### src/sv/cubic_bezier_tessellator_macros.svh
// ---------------------------------------------------------------------------
// cubic bezier tessellator assertion macros
// shared concurrent assertion wrappers, clocked on clock, quiet in reset
// ---------------------------------------------------------------------------
`ifndef CUBIC_BEZIER_TESSELLATOR_MACROS_SVH
`define CUBIC_BEZIER_TESSELLATOR_MACROS_SVH

// property checked at every rising edge outside reset, fixed message
`define CBT_ASSERT(lbl, prop) \
   lbl: assert property (@(posedge clock) disable iff (reset) prop) \
      else $error("cbt assertion failed");

// same with a caller supplied message string
`define CBT_ASSERT_MSG(lbl, prop, msg) \
   lbl: assert property (@(posedge clock) disable iff (reset) prop) \
      else $error(msg);

`endif

### src/sv/cbt_pkg.sv
// ---------------------------------------------------------------------------
// cbt_pkg
// shared widths, register indexes, controller states and command/status types
// ---------------------------------------------------------------------------
package cbt_pkg;

   localparam int COORD_W   = 24;
   localparam int T_W       = 17;
   localparam int T_FRAC    = 16;
   localparam int COUNT_W   = 6;
   localparam int INDEX_W   = 32;
   localparam int CSR_IDX_W = 2;
   localparam int CSR_DAT_W = 32;

   localparam logic [T_W-1:0]     T_STEP_RESET        = 17'd3277;
   localparam logic [COUNT_W-1:0] SAMPLE_COUNT_RESET  = 6'd21;
   localparam logic [INDEX_W-1:0] RESTART_INDEX_RESET = 32'hFFFF_FFFF;

   typedef logic signed [COORD_W-1:0] coord_type;

   typedef enum logic [CSR_IDX_W-1:0] {
      CSR_T_STEP        = 2'd0,
      CSR_SAMPLE_COUNT  = 2'd1,
      CSR_RESTART_INDEX = 2'd2
   } csr_index_type;

   typedef enum logic [5:0] {
      ST_IDLE  = 6'b000001,
      ST_LVL1  = 6'b000010,
      ST_LVL2  = 6'b000100,
      ST_LVL3  = 6'b001000,
      ST_POINT = 6'b010000,
      ST_MARK  = 6'b100000
   } state_type;

   typedef struct packed {
      logic load;
      logic lvl1;
      logic lvl2;
      logic lvl3;
      logic emit_point;
      logic emit_marker;
   } cmd_type;

   typedef struct packed {
      logic slot_free;
      logic last_sample;
      logic no_samples;
   } sts_type;

endpackage

### src/sv/cbt_ctrl.sv
// ---------------------------------------------------------------------------
// cbt_ctrl
// sequencer: accepts a curve, steps the three lerp levels per sample, loads
// each point and then the restart marker into the output register
// ---------------------------------------------------------------------------
`include "cubic_bezier_tessellator_macros.svh"

module cbt_ctrl
   import cbt_pkg::*;
(
   input  logic    clock,
   input  logic    reset,
   input  logic    req_valid,
   output logic    req_stall,
   input  sts_type sts,
   output cmd_type cmd
);

   state_type state_ff, state_in;

   always_comb begin
      state_in = state_ff;
      cmd      = '0;
      case (state_ff)
         ST_IDLE: begin
            if (req_valid) begin
               cmd.load = 1'b1;
               state_in = sts.no_samples ? ST_MARK : ST_LVL1;
            end
         end
         ST_LVL1: begin
            cmd.lvl1 = 1'b1;
            state_in = ST_LVL2;
         end
         ST_LVL2: begin
            cmd.lvl2 = 1'b1;
            state_in = ST_LVL3;
         end
         ST_LVL3: begin
            cmd.lvl3 = 1'b1;
            state_in = ST_POINT;
         end
         ST_POINT: begin
            if (sts.slot_free) begin
               cmd.emit_point = 1'b1;
               state_in = sts.last_sample ? ST_MARK : ST_LVL1;
            end
         end
         ST_MARK: begin
            if (sts.slot_free) begin
               cmd.emit_marker = 1'b1;
               state_in = ST_IDLE;
            end
         end
         default: begin
            state_in = ST_IDLE;
         end
      endcase
   end

   always_ff @(posedge clock) begin
      if (reset) begin
         state_ff <= ST_IDLE;
      end else begin
         state_ff <= state_in;
      end
   end

   assign req_stall = (state_ff != ST_IDLE);

   `CBT_ASSERT(a_accept_starts_run,
      (state_ff == ST_IDLE && req_valid) |=> (state_ff == ST_LVL1 || state_ff == ST_MARK))
   `CBT_ASSERT_MSG(a_emit_into_free_slot,
      (cmd.emit_point || cmd.emit_marker) |-> sts.slot_free,
      "result loaded while output register still held")
   `CBT_ASSERT_MSG(a_marker_ends_run,
      cmd.emit_marker |=> (state_ff == ST_IDLE),
      "run did not end after restart marker")

endmodule

### config.mk
export PLATFORM = sky130hd
export DESIGN_NAME = cbt_ctrl
export DESIGN_NICKNAME = d
export VERILOG_FILES = /design/src/sv/cbt_pkg.sv /design/src/sv/cbt_ctrl.sv
export VERILOG_INCLUDE_DIRS = /design/src /design/src/sv
export SDC_FILE = /design/constraint.sdc
export NUM_CORES = 1
export LEC_CHECK = 0
export ABC_AREA = 1
export BUFFER_PORTS_ARGS = -buffer_cell sky130_fd_sc_hd__buf_2
export CORE_AREA = 2 2 39 41
export DETAILED_ROUTE_END_ITERATION = 10
export DIE_AREA = 0 0 41 43
export PLACE_DENSITY_LB_ADDON = 0.2
export SYNTH_ARGS = -nofsm -noshare
export SYNTH_HDL_FRONTEND = slang
export SYNTH_SLANG_ARGS = --single-unit
### constraint.sdc
create_clock -name clock -period 3.08 [get_ports clock]
set_input_delay 0.462 -clock clock [delete_from_list [all_inputs] [get_ports clock]]
set_output_delay 0.462 -clock clock [all_outputs]
set_load 0.02 [all_outputs]
# Yosys cells after proc, flatten, opt, wreduce, memory -nomap -nowiden
# Index checks and enable logic that the tools add are counted.
[totals]
ram_bits = 0
latch_bits = 0
memories = 0
output_inout_bits = 7
inputBits = 6
register_bits = 6
romBits = 0
[op_classes]
n_mux = 14
n_mul = 0
bitwise_logic = 0
n_lt_le_gt_ge = 0
shift = 0
eq_ne = 10
n_div = 0
n_reduce_logical = 1
addsub = 0
[ops]
columns = ["op", "count"]
rows = [
  ["case mux 6 bit (6 select lines)", 1],
  ["2-to-1 mux 6 bit", 5],
  ["2-to-1 mux 1 bit", 8],
  ["== test 6 x 1 -> 1 bit (second input constant)", 1],
  ["== test 6 x 2 -> 1 bit (second input constant)", 1],
  ["== test 6 x 3 -> 1 bit (second input constant)", 1],
  ["== test 6 x 4 -> 1 bit (second input constant)", 1],
  ["== test 6 x 5 -> 1 bit (second input constant)", 1],
  ["== test 6 bit (second input constant)", 1],
  ["!= test 2 bit (second input constant)", 3],
  ["!= test 6 x 1 -> 1 bit (second input constant)", 1],
  ["AND reduction 3 bit", 1],
]

# Logic depth before layout (Yosys ltp)
[depth]
word_depth = 3
depth_mapped = 8
depth_no_buf = 8

# Worst setup path after synthesis
# OpenSTA, ideal clock, no wires.
[synth_timing]
path_type = "register to output"
startpoint = "reg state_ff[3]"
endpoint = "out cmd[0] in the netlist's numbering"
setup_slack_ns = 1.542
t_arrival_ns = 1.076
n_path_buf = 0
stages_incl_launch_ff = 4
cell_sequence = "dfxtp_1 -> nor2_4 -> nand2_2 -> nor3_1"
[synth_rtl]
columns = ["item", "line", "source"]
rows = [
  ["start, declared", "cbt_ctrl.sv:19", "state_type state_ff, state_in;"],
  ["start signal, assigned", "cbt_ctrl.sv:65", "state_ff <= state_in;"],
  ["end, declared", "cbt_ctrl.sv:16", "output cmd_type cmd"],
]

==> metrics.md <==
| Metric | Value |
|---|---|
| Hold Buf Count CTS | `0` |
| # IOs | `13` |
| Final wirelength | `875 µm` |
| Critical Path RT | `2.62 ns` |
| Starting DRC count in detailed routing | `5` |
| Reg area | `120 µm²` |
| Pwr Density | `508 nW/µm²` |
| Reg clk slew, reported paths | `0.05 ns` |
| Largest net degree at the start of global routing | `7` |
| Crit path buf inv count | `2` |
| Outcome | `finished clean` |
| Max Freq | `587 MHz` |
| DR pass1 iterations | `4` |
| Worst path cell trace | `nor2_2 > nand4_1 > inv_1 > buf_2` |
| Worst Max-Slew Pin Slew | `0.250 ns` |
| Fin crit period | `1.70 ns` |
| CTS buffer count | `3` |
| RePlAce Congestion | `0.796` |
| Grt ovf | `0` |
| Arr. time, crit path | `1.24 ns` |
| Post-DP HPWL | `693 µm` |
| Most flops, register | `state_ff` |
| H-tree depth | `1` |
| Post-DRT Antenna Nets | `0` |
| Most frequent cells in the layout | `13 x inv_1, 12 x buf_2, 11 x nor2_1, 8 x nand2_1, 6 x dfxtp_1` |
| Sequential element share of the synthesized area | `29.0%` |
| # DRC | `0` |
| Crit-path slowest cell | `dfxtp_1` |
| Skew final | `0.00992 ns` |
| Die width | `41 µm` |
| Netlist cell types | `16` |
| Die ar. | `1760 µm²` |
| Core area | `1380 µm²` |
| Startpoint Class | `flop` |
| Max-slew headroom | `83.3%` |
| Worst Hold Class | `in -> reg` |
| First-pass GRT wire length | `1.49 mm` |
| Crit end category | `output port` |
| Post-CTS setup buffer count | `0` |
| Clk sinks | `6` |
| Root buffer cell | `clkbuf_4` |
| # Max-Cap Violations | `0` |
| Max reg flops | `6` |
| Detailed-route wire length per cell | `9.62 µm` |
| Crit-path max cell delay | `0.34 ns` |
| DR vias/cell | `4.47` |
| Regs by FF count | `state_ff (6)` |
| VDD IR max | `0.000225 V` |
| Post-DP Area | `494 µm²` |
| Post-synthesis register bit count | `6` |
| Synth async-reset ratio | `0%` |
| Part of the cycle the worst path needs | `55.4%` |
| Mean Syn Cell Area | `6.90 µm²` |
| Top cell type by total area after synthesis | `dfxtp_1` |
| FILL cells | `155` |
| Clock Tree Buf Depth | `2` |
| Main synth FF type | `dfxtp_1` |
| Post-synth EDFFs | `0` |
| Setup_tns | `0 ns` |
| Via Count | `407` |
| RSZ-0062 raised after global routing | `false` |
| Setup Viol. Count Final | `0` |
| Leakage | `0.277 nW` |
| Share of post-route cells with drive strength above 1 | `36.0%` |
| Post-synthesis instance total | `60` |
| Final Slew Violations | `0` |
| Initial core utilization | `29.9%` |
| GRT Total Usage | `12.9%` |
| Antenna diode count | `0` |
| Area contributors post-synth | `dfxtp_1 29%, inv_1 12%, nor2_4 11%` |
| CTS tree | `built` |
| Post-synthesis net count | `66` |
| Top-area cell type share of the netlist area | `29.0%` |
| Post-CTS resize count | `0` |
| Final hold violation count | `0` |
| # rows | `14` |
| Footprint of the multi-input gates | `241 µm²` |
| Mapped cell area | `414 µm²` |
| Port bufs | `12` |
| Clock latency on the worst-skew pair | `0.25 ns` |
| CP top delay family | `simple AND/OR/NAND/NOR gates` |
| Final Power | `0.000263 W` |
| Vias in the first global route | `374` |
| Die height | `43 µm` |
| Finished Cell Area | `517 µm²` |
| Crit Path Class | `reg -> out` |
| Commonest non-fill, non-tap cell in the layout | `inv_1` |
| Crit Path Max Fanout | `5` |
| Initial antenna violation count | `0` |
| NumNets Final | `83` |
| Area grow syn2layout | `24.8%` |
| YS warnings | `0` |
power breakdown:
group          total [W]  internal, W  switching (W)
sequential     0.0000913    0.0000845     0.00000673
clock          0.0000730    0.0000441      0.0000289
combinational  0.0000985    0.0000350      0.0000634
total           0.000263     0.000164      0.0000990
cell type report:
| class | instances | share of cell area, % |
|---|---|---|
| clock buffer | 3 | 4.36 |
| sequential | 6 | 23.2 |
| inverter | 14 | 10.2 |
| tap | 16 | 3.87 |
| timing repair buffer | 12 | 11.6 |
| multi-input combinational | 40 | 46.7 |
logic make-up (layout without fill, tap and decap cells):
logic type | Yosys count | after routing | synth area share (%)
AOI/OAI and AO/OA | 4 | 4 | 8.46
buffers and inverters | 14 | 29 | 12.7
DFF | 6 | 6 | 29.0
and+or+nand+nor | 36 | 36 | 49.8
through the flow:
stage / setup slack (ns) / instances / utilization (%) / hold slack (ns)
finish: 1.38 / 91 / 37.3 / 0.455
global route: 1.26 / 91 / 37.3 / 0.457
global placement: 1.63 / 88 / 35.7 / 0.574
CTS: 1.37 / 91 / 37.3 / 0.445
floorplan: 1.54 / 60 / - / 0.529
detailed placement: 1.61 / 88 / 35.7 / 0.579
layer usage:
| layer | up-vias | global-route usage [%] | routed length, µm | part of all wire [%] |
|---|---|---|---|---|
| met2 | 8 | 16.3 | 403 | 46 |
| li1 | 218 | - | - | - |
| met3 | 2 | 1.57 | 41 | 4.7 |
| met1 | 179 | 17.7 | 421 | 48 |
| met5 | - | 0 | 0 | 0 |
| met4 | 0 | 12.0 | 9 | 1.0 |
final timing paths:
kind              slack [ns]        start  cells past startpoint           to
setup / recovery        1.38  state_ff[1]                      4       cmd[3]
hold / removal          0.45        reset                      2  state_ff[5]
setup reg to reg        1.92  state_ff[1]                      6  state_ff[0]
hold reg to reg         0.57  state_ff[2]                      2  state_ff[3]
cells in the mapped netlist, types with 2 or more instances:
cell and number:
nand3_1 4, inv_1 13, nor2_4 4, nand4_1 4, dfxtp_1 6, nand2_1 8, a21oi_2 2, nor2_1 11
Power figures use the tool's default switching activity.
